## src/rtl/spr_pkg.sv

```systemverilog
// spr_pkg: types, constants and helpers shared by the shelf rectangle packer
// depends on nothing
package spr_pkg;

   localparam int MAX_ROWS     = 64;
   localparam int COORD_BITS   = 16;
   localparam int ROW_IDX_BITS = (MAX_ROWS > 1) ? $clog2(MAX_ROWS) : 1;
   localparam int DIM_BITS     = 12;
   localparam int PAD_BITS     = 6;
   localparam int MULT_BITS    = 8;
   localparam int WIDE_BITS    = COORD_BITS + 14;
   localparam int CFG_BITS     = 16;

   localparam logic [1:0] MODE_PLACE = 2'd0;
   localparam logic [1:0] MODE_BATCH = 2'd1;
   localparam logic [1:0] MODE_CLEAR = 2'd2;

   localparam logic [1:0] CSR_INIT_WIDTH  = 2'd0;
   localparam logic [1:0] CSR_INIT_HEIGHT = 2'd1;
   localparam logic [1:0] CSR_PADDING     = 2'd2;

   localparam logic [CFG_BITS-1:0]  INIT_SIZE_RESET = CFG_BITS'(256);
   localparam logic [PAD_BITS-1:0]  PADDING_RESET   = PAD_BITS'(6);
   localparam logic [MULT_BITS-1:0] MULT_MAX        = {MULT_BITS{1'b1}};

   typedef struct packed {
      logic [1:0]          mode;
      logic [DIM_BITS-1:0] rect_width;
      logic [DIM_BITS-1:0] rect_height;
   } req_type;

   typedef struct packed {
      logic [15:0]          pos_x;
      logic [15:0]          pos_y;
      logic [MULT_BITS-1:0] size_multiplier;
      logic [15:0]          atlas_width_now;
      logic [15:0]          atlas_height_now;
      logic                 status;
   } rsp_type;

   typedef struct packed {
      logic [COORD_BITS-1:0] fill;
      logic [DIM_BITS-1:0]   tallest;
      logic                  locked;
   } row_type;

   function automatic logic [COORD_BITS-1:0] sat_coord(input logic [WIDE_BITS-1:0] v);
      logic [WIDE_BITS-1:0] lim;
      lim = WIDE_BITS'({COORD_BITS{1'b1}});
      return (v > lim) ? {COORD_BITS{1'b1}} : v[COORD_BITS-1:0];
   endfunction

   function automatic logic [COORD_BITS-1:0] init_size(input logic [CFG_BITS-1:0] v);
      logic [CFG_BITS-1:0] nz;
      nz = (v == '0) ? CFG_BITS'(1) : v;
      return sat_coord(WIDE_BITS'(nz));
   endfunction

endpackage

```

## src/rtl/spr_cell.sv

```systemverilog
// spr_cell: one shelf row of the rotating row chain
// depends on spr_pkg
module spr_cell import spr_pkg::*; (
   input  logic    clock,
   input  logic    clear,
   input  logic    shift,
   input  row_type row_in,
   output row_type row_out
);

   row_type row_ff;

   always_ff @(posedge clock) begin
      if (clear) begin
         row_ff <= '0;
      end else if (shift) begin
         row_ff <= row_in;
      end
   end

   assign row_out = row_ff;

endmodule

```

## src/rtl/shelf_rectangle_packer.sv

```systemverilog
// shelf_rectangle_packer: shelf atlas packer, row chain plus scan controller
// depends on spr_pkg and spr_cell
// placement: start, ST_PREP, then a scan over all MAX_ROWS rows before rsp_valid; other modes answer from ST_PREP
// throughput: one item at a time; a placement holds the block for the full rotation of the MAX_ROWS row chain
// rsp_valid is a one-cycle strobe; the receiver cannot stall
// reset: shelves empty, atlas 256 x 256, padding 6, multiplier 1
module shelf_rectangle_packer import spr_pkg::*; (
   input  logic          clock,
   input  logic          reset,
   input  logic          start,
   output logic          busy,
   input  req_type       req_data,
   output logic          rsp_valid,
   output rsp_type       rsp_data,
   input  logic          csr_valid,
   output logic          csr_ready,
   input  logic [1:0]    csr_index,
   input  logic [CFG_BITS-1:0] csr_data
);

   typedef enum logic [1:0] {ST_IDLE, ST_PREP, ST_SCAN} state_type;

   state_type                state_ff;
   req_type                  req_ff;
   logic [CFG_BITS-1:0]      init_w_ff, init_h_ff;
   logic [PAD_BITS-1:0]      pad_ff;
   logic [COORD_BITS-1:0]    atlas_w_ff, atlas_h_ff;
   logic [MULT_BITS-1:0]     mult_ff, mult_in;
   logic [COORD_BITS+MULT_BITS-1:0] eff_w_ff, eff_h_ff;
   logic [COORD_BITS-1:0]    y_ff, px_ff, py_ff;
   logic                     found_ff;
   logic [ROW_IDX_BITS-1:0]  idx_ff;
   logic                     rsp_valid_ff;
   rsp_type                  rsp_ff;

   row_type                  rows [MAX_ROWS];
   row_type                  head, tail;
   logic                     cells_clear, shift;

   logic [WIDE_BITS-1:0]     need_w, y_skip, y_bottom;
   logic                     too_wide, too_short, place_now;
   logic [COORD_BITS-1:0]    px_now;
   logic [COORD_BITS-1:0]    batch_w, batch_h;

   assign busy      = (state_ff != ST_IDLE);
   assign csr_ready = 1'b1;
   assign rsp_valid = rsp_valid_ff;
   assign rsp_data  = rsp_ff;

   assign shift       = (state_ff == ST_SCAN);
   assign cells_clear = reset || (state_ff == ST_PREP && req_ff.mode == MODE_CLEAR);

   // atlas sizes scaled by the batch multiplier at batch end
   assign batch_w = sat_coord(WIDE_BITS'(atlas_w_ff) * WIDE_BITS'(mult_ff));
   assign batch_h = sat_coord(WIDE_BITS'(atlas_h_ff) * WIDE_BITS'(mult_ff));

   // ring: each row moves one place toward the head every scan cycle
   for (genvar i = 0; i < MAX_ROWS; i++) begin : g_row
      row_type nxt;
      if (i == MAX_ROWS - 1) begin : g_tail
         assign nxt = tail;
      end else begin : g_mid
         assign nxt = rows[i+1];
      end
      spr_cell u_cell (
         .clock   (clock),
         .clear   (cells_clear),
         .shift   (shift),
         .row_in  (nxt),
         .row_out (rows[i])
      );
   end

   assign head = rows[0];

   always_comb begin
      need_w    = WIDE_BITS'(head.fill) + WIDE_BITS'(req_ff.rect_width)
                  + WIDE_BITS'(pad_ff);
      y_skip    = WIDE_BITS'(y_ff) + WIDE_BITS'(head.tallest) + WIDE_BITS'(pad_ff);
      y_bottom  = WIDE_BITS'(y_ff) + WIDE_BITS'(req_ff.rect_height);
      too_wide  = need_w > WIDE_BITS'(eff_w_ff);
      too_short = head.locked && (req_ff.rect_height > head.tallest);
      place_now = !found_ff && !too_wide && !too_short;
      px_now    = sat_coord(WIDE_BITS'(head.fill) + WIDE_BITS'(pad_ff));
      tail      = head;
      mult_in   = mult_ff;
      if (!found_ff) begin
         if (too_wide) begin
            tail.locked = 1'b1;
         end else if (place_now) begin
            tail.fill = sat_coord(need_w);
            if (req_ff.rect_height > head.tallest) begin
               tail.tallest = req_ff.rect_height;
            end
            // bottom overflow grows the next batch
            if (y_bottom > WIDE_BITS'(eff_h_ff) && mult_ff != MULT_MAX) begin
               mult_in = mult_ff + MULT_BITS'(1);
            end
         end
      end
   end

   always_ff @(posedge clock) begin
      if (reset) begin
         state_ff     <= ST_IDLE;
         init_w_ff    <= INIT_SIZE_RESET;
         init_h_ff    <= INIT_SIZE_RESET;
         pad_ff       <= PADDING_RESET;
         atlas_w_ff   <= init_size(INIT_SIZE_RESET);
         atlas_h_ff   <= init_size(INIT_SIZE_RESET);
         mult_ff      <= MULT_BITS'(1);
         rsp_valid_ff <= 1'b0;
      end else begin
         rsp_valid_ff <= (state_ff == ST_PREP && req_ff.mode != MODE_PLACE)
                         || (state_ff == ST_SCAN && idx_ff == ROW_IDX_BITS'(MAX_ROWS - 1));
         if (csr_valid) begin
            unique case (csr_index)
               CSR_INIT_WIDTH:  init_w_ff <= csr_data;
               CSR_INIT_HEIGHT: init_h_ff <= csr_data;
               CSR_PADDING:     pad_ff    <= csr_data[PAD_BITS-1:0];
               default: ;
            endcase
         end
         unique case (state_ff)
            ST_IDLE: begin
               if (start) begin
                  req_ff   <= req_data;
                  state_ff <= ST_PREP;
               end
            end
            ST_PREP: begin
               eff_w_ff <= atlas_w_ff * mult_ff;
               eff_h_ff <= atlas_h_ff * mult_ff;
               y_ff     <= COORD_BITS'(pad_ff);
               found_ff <= 1'b0;
               idx_ff   <= '0;
               rsp_ff.pos_x  <= '0;
               rsp_ff.pos_y  <= '0;
               rsp_ff.status <= 1'b0;
               if (req_ff.mode == MODE_PLACE) begin
                  state_ff <= ST_SCAN;
               end else begin
                  state_ff <= ST_IDLE;
                  if (req_ff.mode == MODE_BATCH) begin
                     mult_ff <= MULT_BITS'(1);
                     rsp_ff.size_multiplier <= MULT_BITS'(1);
                     if (mult_ff > MULT_BITS'(1)) begin
                        atlas_w_ff <= batch_w;
                        atlas_h_ff <= batch_h;
                        rsp_ff.atlas_width_now  <= 16'(batch_w);
                        rsp_ff.atlas_height_now <= 16'(batch_h);
                     end else begin
                        rsp_ff.atlas_width_now  <= 16'(atlas_w_ff);
                        rsp_ff.atlas_height_now <= 16'(atlas_h_ff);
                     end
                  end else if (req_ff.mode == MODE_CLEAR) begin
                     mult_ff    <= MULT_BITS'(1);
                     atlas_w_ff <= init_size(init_w_ff);
                     atlas_h_ff <= init_size(init_h_ff);
                     rsp_ff.size_multiplier  <= MULT_BITS'(1);
                     rsp_ff.atlas_width_now  <= 16'(init_size(init_w_ff));
                     rsp_ff.atlas_height_now <= 16'(init_size(init_h_ff));
                  end else begin
                     rsp_ff.size_multiplier  <= mult_ff;
                     rsp_ff.atlas_width_now  <= 16'(atlas_w_ff);
                     rsp_ff.atlas_height_now <= 16'(atlas_h_ff);
                  end
               end
            end
            ST_SCAN: begin
               idx_ff  <= idx_ff + ROW_IDX_BITS'(1);
               mult_ff <= mult_in;
               if (place_now) begin
                  found_ff <= 1'b1;
                  px_ff    <= px_now;
                  py_ff    <= y_ff;
               end else if (!found_ff) begin
                  y_ff <= sat_coord(y_skip);
               end
               if (idx_ff == ROW_IDX_BITS'(MAX_ROWS - 1)) begin
                  state_ff     <= ST_IDLE;
                  rsp_ff.size_multiplier  <= mult_in;
                  rsp_ff.atlas_width_now  <= 16'(atlas_w_ff);
                  rsp_ff.atlas_height_now <= 16'(atlas_h_ff);
                  rsp_ff.status <= !(found_ff || place_now);
                  rsp_ff.pos_x  <= place_now ? 16'(px_now) :
                                   (found_ff ? 16'(px_ff) : 16'd0);
                  rsp_ff.pos_y  <= place_now ? 16'(y_ff) :
                                   (found_ff ? 16'(py_ff) : 16'd0);
               end
            end
            default: state_ff <= ST_IDLE;
         endcase
      end
   end

   a_accept_busy: assert property (@(posedge clock) disable iff (reset)
      (start && !busy) |=> busy)
      else $error("accepted item did not raise busy");
   a_rsp_idle: assert property (@(posedge clock) disable iff (reset)
      rsp_valid |-> !busy)
      else $error("result strobe while still busy");
   a_fail_zero: assert property (@(posedge clock) disable iff (reset)
      (rsp_valid && rsp_data.status) |-> (rsp_data.pos_x == '0 && rsp_data.pos_y == '0))
      else $error("failed placement reports a position");
   a_mult_nonzero: assert property (@(posedge clock) disable iff (reset)
      mult_ff != '0)
      else $error("batch multiplier reached zero");

endmodule

```

## config.mk

```make
export PLATFORM = sky130hd
export DESIGN_NAME = shelf_rectangle_packer
export DESIGN_NICKNAME = d
export VERILOG_FILES = /design/src/rtl/spr_pkg.sv /design/src/rtl/spr_cell.sv /design/src/rtl/shelf_rectangle_packer.sv
export SDC_FILE = /design/constraint.sdc
export NUM_CORES = 2
export LEC_CHECK = 0
export ABC_AREA = 1
export BUFFER_PORTS_ARGS = -buffer_cell sky130_fd_sc_hd__buf_2
export CAP_MARGIN = 15
export CORE_ASPECT_RATIO = 1.25
export CORE_MARGIN = 2
export CORE_UTILIZATION = 60
export CTS_CLUSTER_SIZE = 16
export DETAILED_ROUTE_END_ITERATION = 8
export PLACE_DENSITY_LB_ADDON = 0.25
export SYNTH_ARGS = -nofsm -noshare
export SYNTH_HDL_FRONTEND = slang
export SYNTH_SLANG_ARGS = --single-unit
```

## constraint.sdc

```tcl
create_clock -name clock -period 9.3 [get_ports clock]
set_input_delay 0.465 -clock clock [delete_from_list [all_inputs] [get_ports clock]]
set_output_delay 0.465 -clock clock [all_outputs]
set_load 0.1 [all_outputs]
```

# Yosys cells after proc, flatten, opt, wreduce, memory -nomap -nowiden
# Cells that the tools add are included.
totals:
  output_inout_bits: 76
  ff_bits: 2139
classes:
  n_bitwise: 2
  addsub: 8
  n_lt_le_gt_ge: 9
  mux: 46
  reduce_logical: 37
  n_mul: 4
  eq_ne: 16
op_table:
  columns: ["cell", "n"]
  rows:
  - ["$mux W16", 19]
  - ["$pmux W73 S2", 1]
  - ["$mux W40", 3]
  - ["$mul A16 B8 Y24", 4]
  - ["$mux W73", 1]
  - ["$mux W28", 2]
  - ["$mux W8", 7]
  - ["$add A16 B12 Y17", 3]
  - ["$gt A24 B16 Y1 const B", 2]
  - ["$add A17 B6 Y18", 2]
  - ["$gt A18 B16 Y1 const B", 2]
  - ["$logic_not A16 Y1", 2]
  - ["$mux W32", 1]
  - ["$pmux W16 S2", 1]
  - ["$mux W29", 1]
  - ["$gt A17 B24 Y1", 1]
  - ["$gt A18 B24 Y1", 1]
  - ["$add A16 B6 Y17", 1]
  - ["$gt A17 B16 Y1 const B", 1]
  - ["$pmux W8 S2", 1]
  - ["$reduce_and A3 Y1", 5]
  - ["$gt A12 B12 Y1", 1]
  - ["$mux W12", 1]
  - ["$ne A2 B2 Y1 const B", 6]
  - ["22 further kinds", 53]

# Longest topological paths before layout
logic_depth:
  ltp_word: 11
  depth_mapped: 31

# By module
# Synthesis repeated with hierarchy kept, for this count alone.
unflattened:
  cells_unflattened: 15162
  area_unflattened_um2: 101442.3
by_module_without_submodules:
  columns: ["module", "n_inst", "area_each_um2", "seq_area_each_um2", "cells_per_inst"]
  rows:
  - ["spr_cell", 64, 1183.6, 580.6, 184]
  - ["shelf_rectangle_packer", 1, 25689.6, 7687.4, 3386]

# Least setup slack after synthesis
# No wires, ideal clock.
synth_timing:
  path_type: "reg-to-reg"
  from: "register state_ff[0]"
  to: "register rsp_ff, in the netlist rsp_data[10], enable pin"
  required_ns: 8.647
  synth_period_minus_slack_ns: 8.155
  stages_incl_launch_ff: 8
  path_slack_ns: 1.145
  t_arrival_ns: 7.503
  path_cell_list: "dfxtp_1 -> inv_1 -> ha_1 -> clkbuf_1 -> inv_1 -> clkbuf_1 -> buf_1 -> a2111oi_0"
synth_between:
  elab_chain_cells: 3
synth_lines:
  columns: ["element", "line", "text"]
  rows:
  - ["start: declaration", "shelf_rectangle_packer.sv:23", "state_type state_ff;"]
  - ["start signal: assignment", "shelf_rectangle_packer.sv:105", "state_ff <= ST_IDLE;"]
  - ["start signal: assignment", "shelf_rectangle_packer.sv:128", "state_ff <= ST_PREP;"]
  - ["start signal: assignment", "shelf_rectangle_packer.sv:141", "state_ff <= ST_SCAN;"]
  - ["$eq A2 B2 Y1 *", null, null]
  - ["named net g_row[0].u_cell.shift", "spr_cell.sv:6", "input logic shift,"]
  - ["$ne A2 B2 Y1 (no line) or $reduce_bool A2 Y1 (tied branches)", null, null]
  - ["$reduce_and A4 Y1 (no line) *", null, null]
  - ["end: declaration", "shelf_rectangle_packer.sv:34", "rsp_type rsp_ff;"]
# Mark *: on every way through the listed nets, which the timed path passes. The rest lies on a longest branch.
# A chain may end at the register's enable or synchronous reset.

# Final worst setup path
layout_timing:
  from: "register req_ff[13] in the netlist's numbering"
  to: "register y_ff[4], enable pin"
layout_between:
  elab_chain_cells: 8
layout_lines:
  columns: ["element", "line", "text"]
  rows:
  - ["start: declaration", "shelf_rectangle_packer.sv:24", "req_type req_ff;"]
  - ["start signal: assignment", "shelf_rectangle_packer.sv:127", "req_ff <= req_data;"]
  - ["$add A16 B12 Y17", "shelf_rectangle_packer.sv:77", "need_w = WIDE_BITS'(head.fill) + WIDE_BITS'(req_ff.rect_width)"]
  - ["$add A17 B6 Y18", "shelf_rectangle_packer.sv:78", "+ WIDE_BITS'(pad_ff);"]
  - ["$gt A18 B24 Y1", "shelf_rectangle_packer.sv:81", "too_wide = need_w > WIDE_BITS'(eff_w_ff);"]
  - ["$logic_not A1 Y1", "shelf_rectangle_packer.sv:83", "place_now = !found_ff && !too_wide && !too_short;"]
  - ["$logic_and A1 B1 Y1 (2 in series)", "shelf_rectangle_packer.sv:83", null]
  - ["$ne A2 B2 Y1 (no line)", null, null]
  - ["$reduce_and A4 Y1 (no line)", null, null]
  - ["end signal: assignment", "shelf_rectangle_packer.sv:134", "y_ff <= COORD_BITS'(pad_ff);"]
  - ["end signal: assignment", "shelf_rectangle_packer.sv:178", "y_ff <= sat_coord(y_skip);"]
  - ["end: declaration", "shelf_rectangle_packer.sv:30", "logic [COORD_BITS-1:0] y_ff, px_ff, py_ff;"]
# No other way between the ends.

==> qor.yml <==
die_w_um: 348
clkSlewWorstSetupHoldPaths_ps: 70
nets: 11600
slew_viol_final: 0
synth_edf_count: 202
rsz0062_at_grt: "false"
worst_skew_pair.late_latency_ps: 850
htree_levels: 4
crit_path_end: "y_ff[4]"
critPathCaptureType: "register"
max-vdd-ir-drop_v: 0.000224
period_share_pct: 73.5
critical_path.startpoint_type: "register"
finalHoldViolations: 0
grt_pass1_vias: 67000
grt_antenna_before_repair: 7
cts_resized: 0
wl_per_cell_um: 15.2
r2r_cells: 25
outcome: "completed"
netlist_area_um2: 88800
r2r_end: "y_ff[4]"
ctsLongestPathBuffers: 3
max_cap_viol_count: 0
drive_gt1_share_pct: 5.24
syn_to_final_growth_pct: 8.95
grt_max_degree: 263
setup_viol: 0
fillerInstances: 12500
clock-sinks: 2139
start_util_pct: 60.5
ff_latch_area_um2: 44800
rr_startpoint: "req_ff[13]"
final_cell_mix: "nand2_1 (4623), a21oi_1 (2035), dfxtp_1 (1933)"
whs_ps: 151
vias_per_cell: 5.35
ys_warn_count: 0
synth_nets: 11900
min_path_type: "primary input to register"
max_freq_mhz: 146
tns_ps: 0
netlist_instances: 11500
gr-usage-all-layers_pct: 26.3
cts_made_buffers: 194
avgSynthCellArea_um2: 7.72
port_buffers: 122
clockRootBuffer: "clkbuf_16"
grt_first_pass_wirelength_mm: 332
gp_congestion: 0.891
post_cts_buffers: 0
die_area_um2: 151000
fin_skew_ps: 75.0
ys_ff_latch: 2139
worstPathMaxFanout: 39
tightest_slew_ps: 1380
first_pass_iters: 5
die_h_um: 434
synth-main-ff-cell: "dfxtp_1"
cp-startpoint: "req_ff[13]"
rrSetupSlack_ps: 2470
detailed_place_hpwl_mm: 126
arrival_ps: 7250
power.total_uw: 24300
final_common_cell: "nand2_1"
async_flop_share_pct: 0
overflow: 0
dr.first_iter.drc_count: 5881
worstSetupPathType: "register to register"
rows: 157
leakage_uw: 0.0369
slew-limit-headroom_pct: 8.08
vias: 70700
totalWireLength_mm: 201
coreArea_um2: 147000
drc: 0
power_density_nw_per_um2: 251
ant_nets: 0
ys_seq_area_share_pct: 50.5
cts_tree: "built"
multi_input_area_um2: 38200
fin_crit_ps: 6830
cp.required_ps: 9710
synthDistinctLibCells: 52
ioPinCount: 124
-- layout make-up --
| class | instances | area share, % |
|---|---|---|
| sequential | 2139 | 46.3 |
| multi-input combinational | 7820 | 39.4 |
| clock buffer | 294 | 6.09 |
| inverter | 779 | 3.04 |
| tap | 1908 | 2.47 |
| timing repair buffer | 223 | 1.78 |
| clock inverter | 64 | 0.844 |
| antenna | 3 | 0.00776 |
-- Yosys cell counts, types with 2 or more instances --
master    instances  area, um2
a31oi_1          33        206
buf_2            18       90.1
buf_4             3       22.5
ha_1            198       2480
o21bai_1          7       52.6
a41o_1            2       20.0
o21ai_1          16       80.1
a21o_1            2       15.0
nand2_2          23        144
inv_2             8       30.0
nor3_1           21        105
buf_1            31        116
o21a_1            7       52.6
nand2_1        4623      17400
nor4_1           14       87.6
o211ai_1          6       45.0
and2_1            3       18.8
nand3b_1         10       75.1
nor2_2           16        100
a22oi_1          28        210
a211oi_1          2       15.0
nand3_1         111        556
fa_1            184       3680
nand4_1          38        238
buf_6             3       33.8
clkbuf_1        705       2650
a21oi_2           2       17.5
clkinv_1          2       7.51
nor2_1          217        815
buf_8             2       30.0
edfxtp_1        202       6070
o21ai_0         108        541
xor2_1           45        394
inv_1           769       2890
a21oi_1        2035      10200
nor2_4            4       45.0
dfxtp_1        1937      38800
xnor2_1          28        245
o21ai_2           7       61.3
or2_2             2       12.5
a21boi_0          2       15.0
nand3_2          17        170
-- power by group --
group          internal, uW  switching, uW  total, uW
registers              9690            356      10000
clock network          4680           3510       8190
logic                  1410           4680       6090
-- per-stage QoR --
stage | utilization [%] | worst slack (ps) | cells | area (um2)
CTS | 65.9 | 2490 | 13200 | 96700
floorplan | - | 1140 | 11500 | 88800
detailed placement | 61.1 | 2540 | 12800 | 89600
global route | 66.0 | 2010 | 13200 | 96800
global placement | 61.1 | 2440 | 12800 | 89600
finish | 66.0 | 2470 | 13200 | 96800
-- worst min path at each step --
stage                                 start                            to  slack [ps]  depth (start not counted)
4_1_cts                               reset                   state_ff[0]          70                          2
5_1_grt                               reset                   state_ff[0]         110                          2
3_5_place_dp   g_row[27].u_cell.row_out[26]  g_row[26].u_cell.row_out[26]         450                          2
2_1_floorplan                      y_ff[13]                     py_ff[13]         420                          0
3_3_place_gp   g_row[27].u_cell.row_out[26]  g_row[26].u_cell.row_out[26]         440                          2
6_report                       csr_index[0]                  init_w_ff[8]         150                          4
-- state kept, by name, indices dropped and copies added, names as in the netlist, 24 cells and up --
signal / flops
g_row.u_cell.row_out: 1856
rsp_data: 73
req_ff: 26
eff_h_ff: 24
eff_w_ff: 24
-- worst max-delay path, cell delays in order, from the launching register on --
cell and delay [ps]:
edfxtp_1 410, fa_1 500, ha_1 250, fa_1 420, nand3_1 120, nand2_1 90, a21oi_1 270, o21ai_0 190
a21boi_0 280, nor2_1 100, xor2_1 200, inv_1 70, ha_1 290, nand2_1 70, nor2_1 140, nand4_1 100
nor2_1 150, nand2_1 70, nand3_1 90, nand2_1 60, nand3_1 60, buf_4 490, inv_2 410, nand2_1 840
o211ai_1 190, inv_1 510
-- logic make-up (layout without fill, tap and decap cells) --
family | Yosys count | in the layout | share of synthesized area [%]
buffers and inverters | 1542 | 1360 | 6.61
AND/OR/NAND/NOR | 5102 | 5102 | 22.2
other | 1 | 4 | 0.00422
XOR/XNOR | 73 | 73 | 0.720
AO/OA/AOI/OAI | 2262 | 2262 | 13.0
adder cells (fa/ha/maj) | 382 | 382 | 6.94
flip-flops | 2139 | 2139 | 50.5
-- what timing repair did --
action | 4_1_cts | 5_1_grt
setup endpoints to repair | 0 | 0
hold buffers | 42 | 0
endpoints found under the hold margin | 57 | 0
-- routing by layer --
metal | part of all wire (%) | routed length [um] | GRT usage, %
met1 | 43 | 87100 | 33.5
met3 | 4.4 | 8760 | 3.76
met5 | 0.012 | 25 | 0
met2 | 49 | 98300 | 45.2
met4 | 3.5 | 7110 | 9.79
(Power assumes the default switching activity.)
